File: src/sv/lprf_pkg.sv
// Shared constants, types and helpers of the length-prefixed record fifo.
`timescale 1ns / 1ps

package lprf_pkg;

    // Store size and record limit
    localparam int DEPTH   = 256;
    localparam int MAX_LEN = 63;

    // Field widths
    localparam int REQ_W  = 2;
    localparam int LEN_W  = 6;
    localparam int DATA_W = 8;
    localparam int STAT_W = 2;
    localparam int CFG_W  = 9;

    // Derived widths: pointer, count (holds DEPTH itself), sum for space check
    localparam int AW    = (DEPTH > 1) ? $clog2(DEPTH) : 1;
    localparam int CNT_W = $clog2(DEPTH + 1);
    localparam int SUM_W = ((CNT_W > LEN_W) ? CNT_W : LEN_W) + 1;

    // Capacity after reset: 256 clamped to the store size
    localparam logic [CNT_W-1:0] CAP_RESET = CNT_W'((DEPTH < 256) ? DEPTH : 256);

    // Request codes
    localparam logic [REQ_W-1:0] REQ_HDR  = 2'd0;
    localparam logic [REQ_W-1:0] REQ_DATA = 2'd1;
    localparam logic [REQ_W-1:0] REQ_GET  = 2'd2;

    // Result status codes
    localparam logic [STAT_W-1:0] ST_OK      = 2'd0;
    localparam logic [STAT_W-1:0] ST_NOSPACE = 2'd1;
    localparam logic [STAT_W-1:0] ST_EMPTY   = 2'd2;
    localparam logic [STAT_W-1:0] ST_BUSY    = 2'd3;

    // Controller states
    typedef enum logic [1:0] {
        S_IDLE,
        S_LEN,
        S_DATA
    } state_t;

    // Commands from controller to datapath
    typedef struct packed {
        logic              hdr_ok;      // reserve space, write length byte
        logic              data_wr;     // write one data byte
        logic              rd_issue;    // read store at read pointer, advance it
        logic              load_len;    // present length byte, release space
        logic              load_data;   // present one data byte
        logic              load_status; // present a status-only item
        logic [STAT_W-1:0] status;
    } cmd_t;

    // Status from datapath to controller
    typedef struct packed {
        logic out_free;     // output register can take an item this cycle
        logic pending_zero; // no put in progress
        logic count_zero;   // store holds no record
        logic no_space;     // header would not fit
        logic len_zero;     // length byte just read is zero
        logic rem_one;      // the data byte being presented is the final one
    } stat_t;

    // Pointer step with wrap at the capacity in use
    function automatic logic [AW-1:0] advance(input logic [AW-1:0] p,
                                              input logic [CNT_W-1:0] cap);
        logic [CNT_W-1:0] nxt;
        nxt = CNT_W'(p) + CNT_W'(1);
        return (nxt >= cap) ? '0 : AW'(nxt);
    endfunction

endpackage

File: src/sv/lprf_ram.sv
// Generic single-write, single-read RAM with registered read data.
`timescale 1ns / 1ps

module lprf_ram #(
    parameter int WIDTH = 8,
    parameter int DEPTH = 256
) (
    input  logic                                  clk,
    input  logic                                  wr_en,
    input  logic [((DEPTH > 1) ? $clog2(DEPTH) : 1)-1:0] wr_addr,
    input  logic [WIDTH-1:0]                      wr_data,
    input  logic                                  rd_en,
    input  logic [((DEPTH > 1) ? $clog2(DEPTH) : 1)-1:0] rd_addr,
    output logic [WIDTH-1:0]                      rd_data
);

    logic [WIDTH-1:0] mem [DEPTH];
    logic [WIDTH-1:0] rd_data_reg;

    // Write port
    always_ff @(posedge clk) begin
        if (wr_en) begin
            mem[wr_addr] <= wr_data;
        end
    end

    // Read port; data holds until the next read
    always_ff @(posedge clk) begin
        if (rd_en) begin
            rd_data_reg <= mem[rd_addr];
        end
    end

    assign rd_data = rd_data_reg;

endmodule

File: src/sv/lprf_dp.sv
// Datapath: pointers, counters, capacity, ring store and output register.
`timescale 1ns / 1ps

module lprf_dp (
    input  logic                             aclk,
    input  logic                             aresetn,
    input  lprf_pkg::cmd_t                   cmd,
    output lprf_pkg::stat_t                  st,
    input  logic [lprf_pkg::LEN_W-1:0]       s_rec_length,
    input  logic [lprf_pkg::DATA_W-1:0]      s_in_byte,
    input  logic                             cfg_wr_en,
    input  logic [lprf_pkg::CFG_W-1:0]       cfg_wr_data,
    output logic                             m_valid,
    input  logic                             m_ready,
    output logic [lprf_pkg::STAT_W-1:0]      m_status,
    output logic [lprf_pkg::DATA_W-1:0]      m_out_byte,
    output logic                             m_is_length,
    output logic                             m_last
);

    localparam int AW     = lprf_pkg::AW;
    localparam int CNT_W  = lprf_pkg::CNT_W;
    localparam int SUM_W  = lprf_pkg::SUM_W;
    localparam int LEN_W  = lprf_pkg::LEN_W;
    localparam int DATA_W = lprf_pkg::DATA_W;
    localparam int STAT_W = lprf_pkg::STAT_W;

    logic [AW-1:0]     wr_ptr_reg, wr_ptr_next;
    logic [AW-1:0]     rd_ptr_reg, rd_ptr_next;
    logic [CNT_W-1:0]  count_reg, count_next;
    logic [LEN_W-1:0]  pending_reg, pending_next;
    logic [CNT_W-1:0]  cap_reg, cap_next;
    logic [LEN_W-1:0]  rem_reg, rem_next;
    logic              m_valid_reg, m_valid_next;
    logic [STAT_W-1:0] m_status_reg, m_status_next;
    logic [DATA_W-1:0] m_out_byte_reg, m_out_byte_next;
    logic              m_is_length_reg, m_is_length_next;
    logic              m_last_reg, m_last_next;

    logic              ram_wr_en;
    logic [DATA_W-1:0] ram_wr_data;
    logic [DATA_W-1:0] ram_rd_data;
    logic [LEN_W-1:0]  rd_len;
    logic [SUM_W-1:0]  need_sum;
    logic [SUM_W-1:0]  release_amt;
    logic [CNT_W-1:0]  cap_clamped;

    // Ring store
    assign ram_wr_en   = cmd.hdr_ok | cmd.data_wr;
    assign ram_wr_data = cmd.hdr_ok ? DATA_W'(s_rec_length) : s_in_byte;

    lprf_ram #(
        .WIDTH (DATA_W),
        .DEPTH (lprf_pkg::DEPTH)
    ) u_ram (
        .clk     (aclk),
        .wr_en   (ram_wr_en),
        .wr_addr (wr_ptr_reg),
        .wr_data (ram_wr_data),
        .rd_en   (cmd.rd_issue),
        .rd_addr (rd_ptr_reg),
        .rd_data (ram_rd_data)
    );

    // Length field of a stored length byte
    assign rd_len      = ram_rd_data[LEN_W-1:0];
    assign need_sum    = SUM_W'(count_reg) + SUM_W'(s_rec_length) + SUM_W'(1);
    assign release_amt = SUM_W'(rd_len) + SUM_W'(1);

    // Capacity write value, clamped to 1..DEPTH
    always_comb begin
        if (cfg_wr_data == '0) begin
            cap_clamped = CNT_W'(1);
        end else if (int'(cfg_wr_data) > lprf_pkg::DEPTH) begin
            cap_clamped = CNT_W'(lprf_pkg::DEPTH);
        end else begin
            cap_clamped = CNT_W'(cfg_wr_data);
        end
    end

    // Status to controller
    always_comb begin
        st.out_free     = !m_valid_reg || m_ready;
        st.pending_zero = (pending_reg == '0);
        st.count_zero   = (count_reg == '0);
        st.no_space     = (int'(s_rec_length) > lprf_pkg::MAX_LEN) ||
                          (need_sum > SUM_W'(cap_reg));
        st.len_zero     = (rd_len == '0);
        st.rem_one      = (rem_reg == LEN_W'(1));
    end

    // Pointer and counter updates
    always_comb begin
        wr_ptr_next  = wr_ptr_reg;
        rd_ptr_next  = rd_ptr_reg;
        count_next   = count_reg;
        pending_next = pending_reg;
        cap_next     = cap_reg;
        rem_next     = rem_reg;
        if (cfg_wr_en) begin
            wr_ptr_next  = '0;
            rd_ptr_next  = '0;
            count_next   = '0;
            pending_next = '0;
            cap_next     = cap_clamped;
        end else begin
            if (cmd.hdr_ok) begin
                count_next   = CNT_W'(need_sum);
                pending_next = s_rec_length;
                wr_ptr_next  = lprf_pkg::advance(wr_ptr_reg, cap_reg);
            end
            if (cmd.data_wr) begin
                pending_next = pending_reg - LEN_W'(1);
                wr_ptr_next  = lprf_pkg::advance(wr_ptr_reg, cap_reg);
            end
            if (cmd.rd_issue) begin
                rd_ptr_next = lprf_pkg::advance(rd_ptr_reg, cap_reg);
            end
            if (cmd.load_len) begin
                rem_next   = rd_len;
                count_next = (SUM_W'(count_reg) >= release_amt) ?
                             CNT_W'(SUM_W'(count_reg) - release_amt) : '0;
            end
            if (cmd.load_data) begin
                rem_next = rem_reg - LEN_W'(1);
            end
        end
    end

    // Output register
    always_comb begin
        m_valid_next     = m_valid_reg;
        m_status_next    = m_status_reg;
        m_out_byte_next  = m_out_byte_reg;
        m_is_length_next = m_is_length_reg;
        m_last_next      = m_last_reg;
        if (cmd.load_status) begin
            m_valid_next     = 1'b1;
            m_status_next    = cmd.status;
            m_out_byte_next  = '0;
            m_is_length_next = 1'b0;
            m_last_next      = 1'b1;
        end else if (cmd.load_len) begin
            m_valid_next     = 1'b1;
            m_status_next    = lprf_pkg::ST_OK;
            m_out_byte_next  = DATA_W'(rd_len);
            m_is_length_next = 1'b1;
            m_last_next      = st.len_zero;
        end else if (cmd.load_data) begin
            m_valid_next     = 1'b1;
            m_status_next    = lprf_pkg::ST_OK;
            m_out_byte_next  = ram_rd_data;
            m_is_length_next = 1'b0;
            m_last_next      = st.rem_one;
        end else if (m_ready) begin
            m_valid_next = 1'b0;
        end
    end

    // Control registers
    always_ff @(posedge aclk) begin
        if (!aresetn) begin
            wr_ptr_reg  <= '0;
            rd_ptr_reg  <= '0;
            count_reg   <= '0;
            pending_reg <= '0;
            cap_reg     <= lprf_pkg::CAP_RESET;
            m_valid_reg <= 1'b0;
        end else begin
            wr_ptr_reg  <= wr_ptr_next;
            rd_ptr_reg  <= rd_ptr_next;
            count_reg   <= count_next;
            pending_reg <= pending_next;
            cap_reg     <= cap_next;
            m_valid_reg <= m_valid_next;
        end
    end

    // Payload registers
    always_ff @(posedge aclk) begin
        rem_reg         <= rem_next;
        m_status_reg    <= m_status_next;
        m_out_byte_reg  <= m_out_byte_next;
        m_is_length_reg <= m_is_length_next;
        m_last_reg      <= m_last_next;
    end

    assign m_valid     = m_valid_reg;
    assign m_status    = m_status_reg;
    assign m_out_byte  = m_out_byte_reg;
    assign m_is_length = m_is_length_reg;
    assign m_last      = m_last_reg;

endmodule

File: src/sv/lprf_ctrl.sv
// Controller: request decode and the record read-out sequence.
`timescale 1ns / 1ps

module lprf_ctrl (
    input  logic                        aclk,
    input  logic                        aresetn,
    input  logic                        s_valid,
    output logic                        s_ready,
    input  logic [lprf_pkg::REQ_W-1:0]  s_req_type,
    input  lprf_pkg::stat_t             st,
    output lprf_pkg::cmd_t              cmd
);

    lprf_pkg::state_t state_reg, state_next;

    // Next state
    always_comb begin
        state_next = state_reg;
        unique case (state_reg)
            lprf_pkg::S_IDLE: begin
                if (s_valid && st.out_free && (s_req_type == lprf_pkg::REQ_GET) &&
                    !st.count_zero && st.pending_zero) begin
                    state_next = lprf_pkg::S_LEN;
                end
            end
            lprf_pkg::S_LEN: begin
                if (st.out_free) begin
                    state_next = st.len_zero ? lprf_pkg::S_IDLE : lprf_pkg::S_DATA;
                end
            end
            lprf_pkg::S_DATA: begin
                if (st.out_free && st.rem_one) begin
                    state_next = lprf_pkg::S_IDLE;
                end
            end
            default: state_next = lprf_pkg::S_IDLE;
        endcase
    end

    // Outputs
    always_comb begin
        cmd     = '0;
        s_ready = 1'b0;
        unique case (state_reg)
            lprf_pkg::S_IDLE: begin
                s_ready = st.out_free;
                if (s_valid && st.out_free) begin
                    unique case (s_req_type)
                        lprf_pkg::REQ_HDR: begin
                            cmd.load_status = 1'b1;
                            if (!st.pending_zero) begin
                                cmd.status = lprf_pkg::ST_BUSY;
                            end else if (st.no_space) begin
                                cmd.status = lprf_pkg::ST_NOSPACE;
                            end else begin
                                cmd.status = lprf_pkg::ST_OK;
                                cmd.hdr_ok = 1'b1;
                            end
                        end
                        lprf_pkg::REQ_DATA: begin
                            // a stray data byte is dropped without a result
                            if (!st.pending_zero) begin
                                cmd.data_wr     = 1'b1;
                                cmd.load_status = 1'b1;
                                cmd.status      = lprf_pkg::ST_OK;
                            end
                        end
                        lprf_pkg::REQ_GET: begin
                            if (st.count_zero) begin
                                cmd.load_status = 1'b1;
                                cmd.status      = lprf_pkg::ST_EMPTY;
                            end else if (!st.pending_zero) begin
                                cmd.load_status = 1'b1;
                                cmd.status      = lprf_pkg::ST_BUSY;
                            end else begin
                                cmd.rd_issue = 1'b1;
                            end
                        end
                        default: ;
                    endcase
                end
            end
            lprf_pkg::S_LEN: begin
                if (st.out_free) begin
                    cmd.load_len = 1'b1;
                    cmd.rd_issue = !st.len_zero;
                end
            end
            lprf_pkg::S_DATA: begin
                if (st.out_free) begin
                    cmd.load_data = 1'b1;
                    cmd.rd_issue  = !st.rem_one;
                end
            end
            default: ;
        endcase
    end

    // State register
    always_ff @(posedge aclk) begin
        if (!aresetn) begin
            state_reg <= lprf_pkg::S_IDLE;
        end else begin
            state_reg <= state_next;
        end
    end

endmodule

File: src/sv/length_prefixed_record_fifo.sv
// Put requests (header, data byte): one result item in the cycle after accept; one item per cycle
// while the output is not stalled. Get: the length byte comes through the registered store read
// and then the output register, then one data byte per cycle, paced by the single store port.
// No request is taken during the read-out; output stalls hold the current item and stop it.
// Reset (aresetn low, synchronous): pointers, count and pending length cleared, capacity
// 256 clamped to the store size; store contents are not cleared.
`timescale 1ns / 1ps

module length_prefixed_record_fifo (
    input  logic                        aclk,
    input  logic                        aresetn,
    input  logic                        s_valid,
    output logic                        s_ready,
    input  logic [lprf_pkg::REQ_W-1:0]  s_req_type,
    input  logic [lprf_pkg::LEN_W-1:0]  s_rec_length,
    input  logic [lprf_pkg::DATA_W-1:0] s_in_byte,
    output logic                        m_valid,
    input  logic                        m_ready,
    output logic [lprf_pkg::STAT_W-1:0] m_status,
    output logic [lprf_pkg::DATA_W-1:0] m_out_byte,
    output logic                        m_is_length,
    output logic                        m_last,
    input  logic                        cfg_wr_en,
    input  logic [lprf_pkg::CFG_W-1:0]  cfg_wr_data
);

    lprf_pkg::cmd_t  cmd;
    lprf_pkg::stat_t st;

    // Sequencer
    lprf_ctrl u_ctrl (
        .aclk       (aclk),
        .aresetn    (aresetn),
        .s_valid    (s_valid),
        .s_ready    (s_ready),
        .s_req_type (s_req_type),
        .st         (st),
        .cmd        (cmd)
    );

    // Storage and output
    lprf_dp u_dp (
        .aclk         (aclk),
        .aresetn      (aresetn),
        .cmd          (cmd),
        .st           (st),
        .s_rec_length (s_rec_length),
        .s_in_byte    (s_in_byte),
        .cfg_wr_en    (cfg_wr_en),
        .cfg_wr_data  (cfg_wr_data),
        .m_valid      (m_valid),
        .m_ready      (m_ready),
        .m_status     (m_status),
        .m_out_byte   (m_out_byte),
        .m_is_length  (m_is_length),
        .m_last       (m_last)
    );

endmodule

File: config.mk
export PLATFORM = sky130hd
export DESIGN_NAME = length_prefixed_record_fifo
export DESIGN_NICKNAME = d
export VERILOG_FILES = /design/src/sv/lprf_pkg.sv /design/src/sv/lprf_ram.sv /design/src/sv/lprf_dp.sv /design/src/sv/lprf_ctrl.sv /design/src/sv/length_prefixed_record_fifo.sv
export SDC_FILE = /design/constraint.sdc
export NUM_CORES = 2
export LEC_CHECK = 0
export BUFFER_PORTS_ARGS = -buffer_cell sky130_fd_sc_hd__buf_2
export CAP_MARGIN = 20
export CORE_MARGIN = 8
export CORE_UTILIZATION = 36
export DETAILED_ROUTE_END_ITERATION = 12
export GPL_TIMING_DRIVEN = 0
export PLACE_DENSITY = 0.59
export SLEW_MARGIN = 15
export SYNTH_ARGS = -nofsm -noshare
export SYNTH_HDL_FRONTEND = slang
export SYNTH_HIERARCHICAL = 1
export SYNTH_SLANG_ARGS = --single-unit
File: constraint.sdc
create_clock -name aclk -period 18.65 [get_ports aclk]
set_clock_uncertainty 0.15 [all_clocks]
set_input_delay 1.865 -clock aclk [delete_from_list [all_inputs] [get_ports aclk]]
set_output_delay 1.865 -clock aclk [all_outputs]
set_load 0.05 [all_outputs]
==> metrics <==
Worst setup EP type=flop; drt wl/cell=roughly 33 µm; Critical Path AT=8.68 ns; vias=46640; FF+latch count, synth=2117; first-pass GRT wire length=about 360 mm; sum of negative setup slack=0 ns; core area=234300 µm²; Startpoint Class=input pin; max_slew headroom=12.00%; EDFF count, synth=between 2000 and 2500; Post-Syn Area=84470 µm²; Min-Delay Path Class=reg -> reg; global route total overflow=0; fin. max-slew vios=0; commonest non-fill, non-tap cell in the layout=edfxtp_1; largest net degree at the start of global routing=~110; area delta synth->final=14.82%; DRT Pass-1 Iters=6; met3 wire length=29.41 mm; antenna viol nets, final=0; post-synthesis sequential area ratio=~75%; overall routing resource usage=20.54%; FILL cells=20687; post_cts resized=0; Synth warnings=6; total power=9.619 mW; Synth Instances=4324; most frequent cells in the layout=2064 x edfxtp_1, 454 x mux4_2, 324 x nor2_1, 214 x clkbuf_16, 163 x clkbuf_1; worst endpoint required time=roughly 19 ns; DP Wirelength=182.5 mm; Metal-1 WL=approximately 100 mm; max FFs per register=~2000; Final min period=between 8 and 9 ns; initial antenna violation count=14; Clk Latency, worst-skew pair=around 0.85 ns; final setup fails=0; Max clock buf depth=3; FFs w/ async S/R, synth=0%; worst-path maximum fanout=10; io pins=44; vias in the first global route=45271; pwr/cell area=99.18 nW/µm²; met2 WL=119.3 mm; ys flop type=edfxtp_1; Final #Nets=4738; CTS Hold Buffers Added=0; die area=250400 µm²; Die Wd=500.4 µm; Mean Syn Cell Area=approximately 20 µm²; post-synthesis cell type count=100; routability cong.=approximately 0.92; Top Metal Used=met5; Die Y=500.4 µm; outcome=finished clean; Root Buffer=clkbuf_16; Final Cycle Share=roughly 45%; Synthesized Nets=4405; CTS tree=built; Core Rows=around 180; total CTS buffers=212; Pleak=between 20 and 30 nW; CTS H-tree depth=4; actual slew at the worst max-slew pin=around 1.3 ns; I/O Buffers=42; maxcap violations=0; Via density=5.843; Fin. Hold Viols=0; fmax=0.1194 GHz; layout cells sized above 1=a little over a fifth; peak supply drop=0.08227 mV; DR iter-0 viols=7138; crit path kind=in -> reg; wirelength, routed=264.5 mm; unrepaired setup endpoints after global routing=no; initial core utilization=36.05%; Post-CTS Setup Inserts=0; clk sink count=between 2000 and 2500; DRC errors left=0; Worst-path clk slew=0.06 ns
## cell families (layout without fill, tap and decap cells)
group,count (synthesis),after routing,synth area share (%)
other,0,5,0
and+or+nand+nor,691,691,3.919
adders and majority gates,51,51,0.7732
xor gates and xnor gates,30,30,0.3111
DFF,2117,2117,74.63
muxes,597,597,13.85
buffers and inverters,296,799,2.007
AOI/OAI and AO/OA,542,542,4.512
## per-stage QoR
stage / hold WS [ns] / setup slack [ns] / utilization (%) / std cells / instance area (µm²)
final: 0.3031 / 10.27 / 41.39 / 7982 / 96980
after global routing: 0.3166 / 10.23 / 41.39 / 7978 / 96970
after global placement: 0.2939 / -12.57 / 37.82 / 7516 / 88620
after detailed placement: 0.2985 / 9.734 / 38.59 / 7589 / 90400
after floorplan: 0.3108 / 1.995 / - / 4324 / 84470
after CTS: 0.3069 / 10.61 / 41.37 / 7973 / 96930
## cell usage after synthesis, types with 7 or more instances
library cell | count | area, µm²
a211oi_1 | 19 | 142.6
a21oi_1 | 141 | 705.7
a221oi_1 | 14 | 122.6
a22o_1 | 8 | 70.07
a22oi_1 | 133 | 998.5
and2_1 | 18 | 112.6
and3_1 | 11 | 68.82
buf_1 | 24 | 90.09
buf_12 | 8 | 160.2
buf_2 | 39 | 195.2
buf_4 | 27 | 202.7
buf_6 | 21 | 236.5
buf_8 | 13 | 195.2
clkbuf_1 | 124 | 465.5
dfxtp_1 | 53 | 1061
edfxtp_1 | 2064 | 61980
ha_1 | 49 | 613.1
inv_1 | 38 | 142.6
mux2i_1 | 136 | 1361
mux4_2 | 454 | 10220
nand2_1 | 91 | 341.6
nand2b_1 | 21 | 131.4
nand3_1 | 49 | 245.2
nand4_1 | 14 | 87.58
nor2_1 | 328 | 1231
nor2b_1 | 41 | 256.5
nor3_1 | 41 | 205.2
nor4_1 | 32 | 200.2
o211ai_1 | 17 | 127.6
o21a_1 | 7 | 52.55
o21ai_0 | 51 | 255.2
o221ai_1 | 47 | 411.6
o22ai_1 | 35 | 219.0
xnor2_1 | 18 | 157.7
xor2_1 | 12 | 105.1
## where the power goes
| group | internal [mW] | switching (mW) | leakage, nW |
|---|---|---|---|
| logic | 0.0875 | 0.206 | 7.00 |
| registers | 5.26 | 0.00312 | 19.0 |
| clock network | 2.24 | 1.82 | 3.16 |
## final cells by class
class / count / area (µm²) / share of cell area [%]
Antenna cell: 5 / 12.51 / 0.01290
Buffer: 256 / 1590 / 1.640
Clock buffer: 279 / 5599 / 5.773
Clock inverter: 105 / 930.9 / 0.9599
Inverter: 40 / 150.1 / 0.1548
Multi-Input combinational cell: 1911 / 19870 / 20.49
Sequential cell: 2117 / 63040 / 65.00
Tap cell: 3150 / 3941 / 4.064
Timing Repair Buffer: 119 / 1848 / 1.906
## final timing paths
check	start	to	slack (ns)	depth (start not counted)
worst max register to register	u_dp/count_reg[0]$_SDFFE_PP0P_	u_dp/u_ram/mem[136][0]$_DFFE_PP_	11.06	21
worst min register to register	u_dp/m_out_byte[4]$_SDFFE_PP0N_	u_dp/m_out_byte[4]$_SDFFE_PP0N_	0.30	2
worst min-delay path	u_dp/m_out_byte[4]$_SDFFE_PP0N_	u_dp/m_out_byte[4]$_SDFFE_PP0N_	0.30	2
worst max-delay path	s_rec_length[0]	u_dp/u_ram/mem[136][0]$_DFFE_PP_	10.27	22
## worst max-delay path, cell delays in order
cell and delay [ns]:
buf_2 0.14, inv_1 0.11, ha_1 0.21, fa_1 0.27, nor2b_4 0.06, o31a_4 0.31, o21ai_0 0.21, nand2_1 0.10
xor2_1 0.15, ha_1 0.22, or4_1 0.40, a311oi_1 0.27, o21ai_0 0.22, nor4b_2 0.28, buf_2 0.25, nor2_1 0.13
inv_1 0.25, clkbuf_1 0.68, buf_1 0.41, nand3_1 0.35, clkbuf_2 0.66, nor2_1 1.07
## per-layer routing
layer  vias up  global-route usage (%)
li1      18516                       -
met1     24832                   28.29
met2      2796                   31.39
met3       492                   5.210
met4         4                   8.192
met5         -                       0
Note: power is estimated with default switching activity, not from simulation.
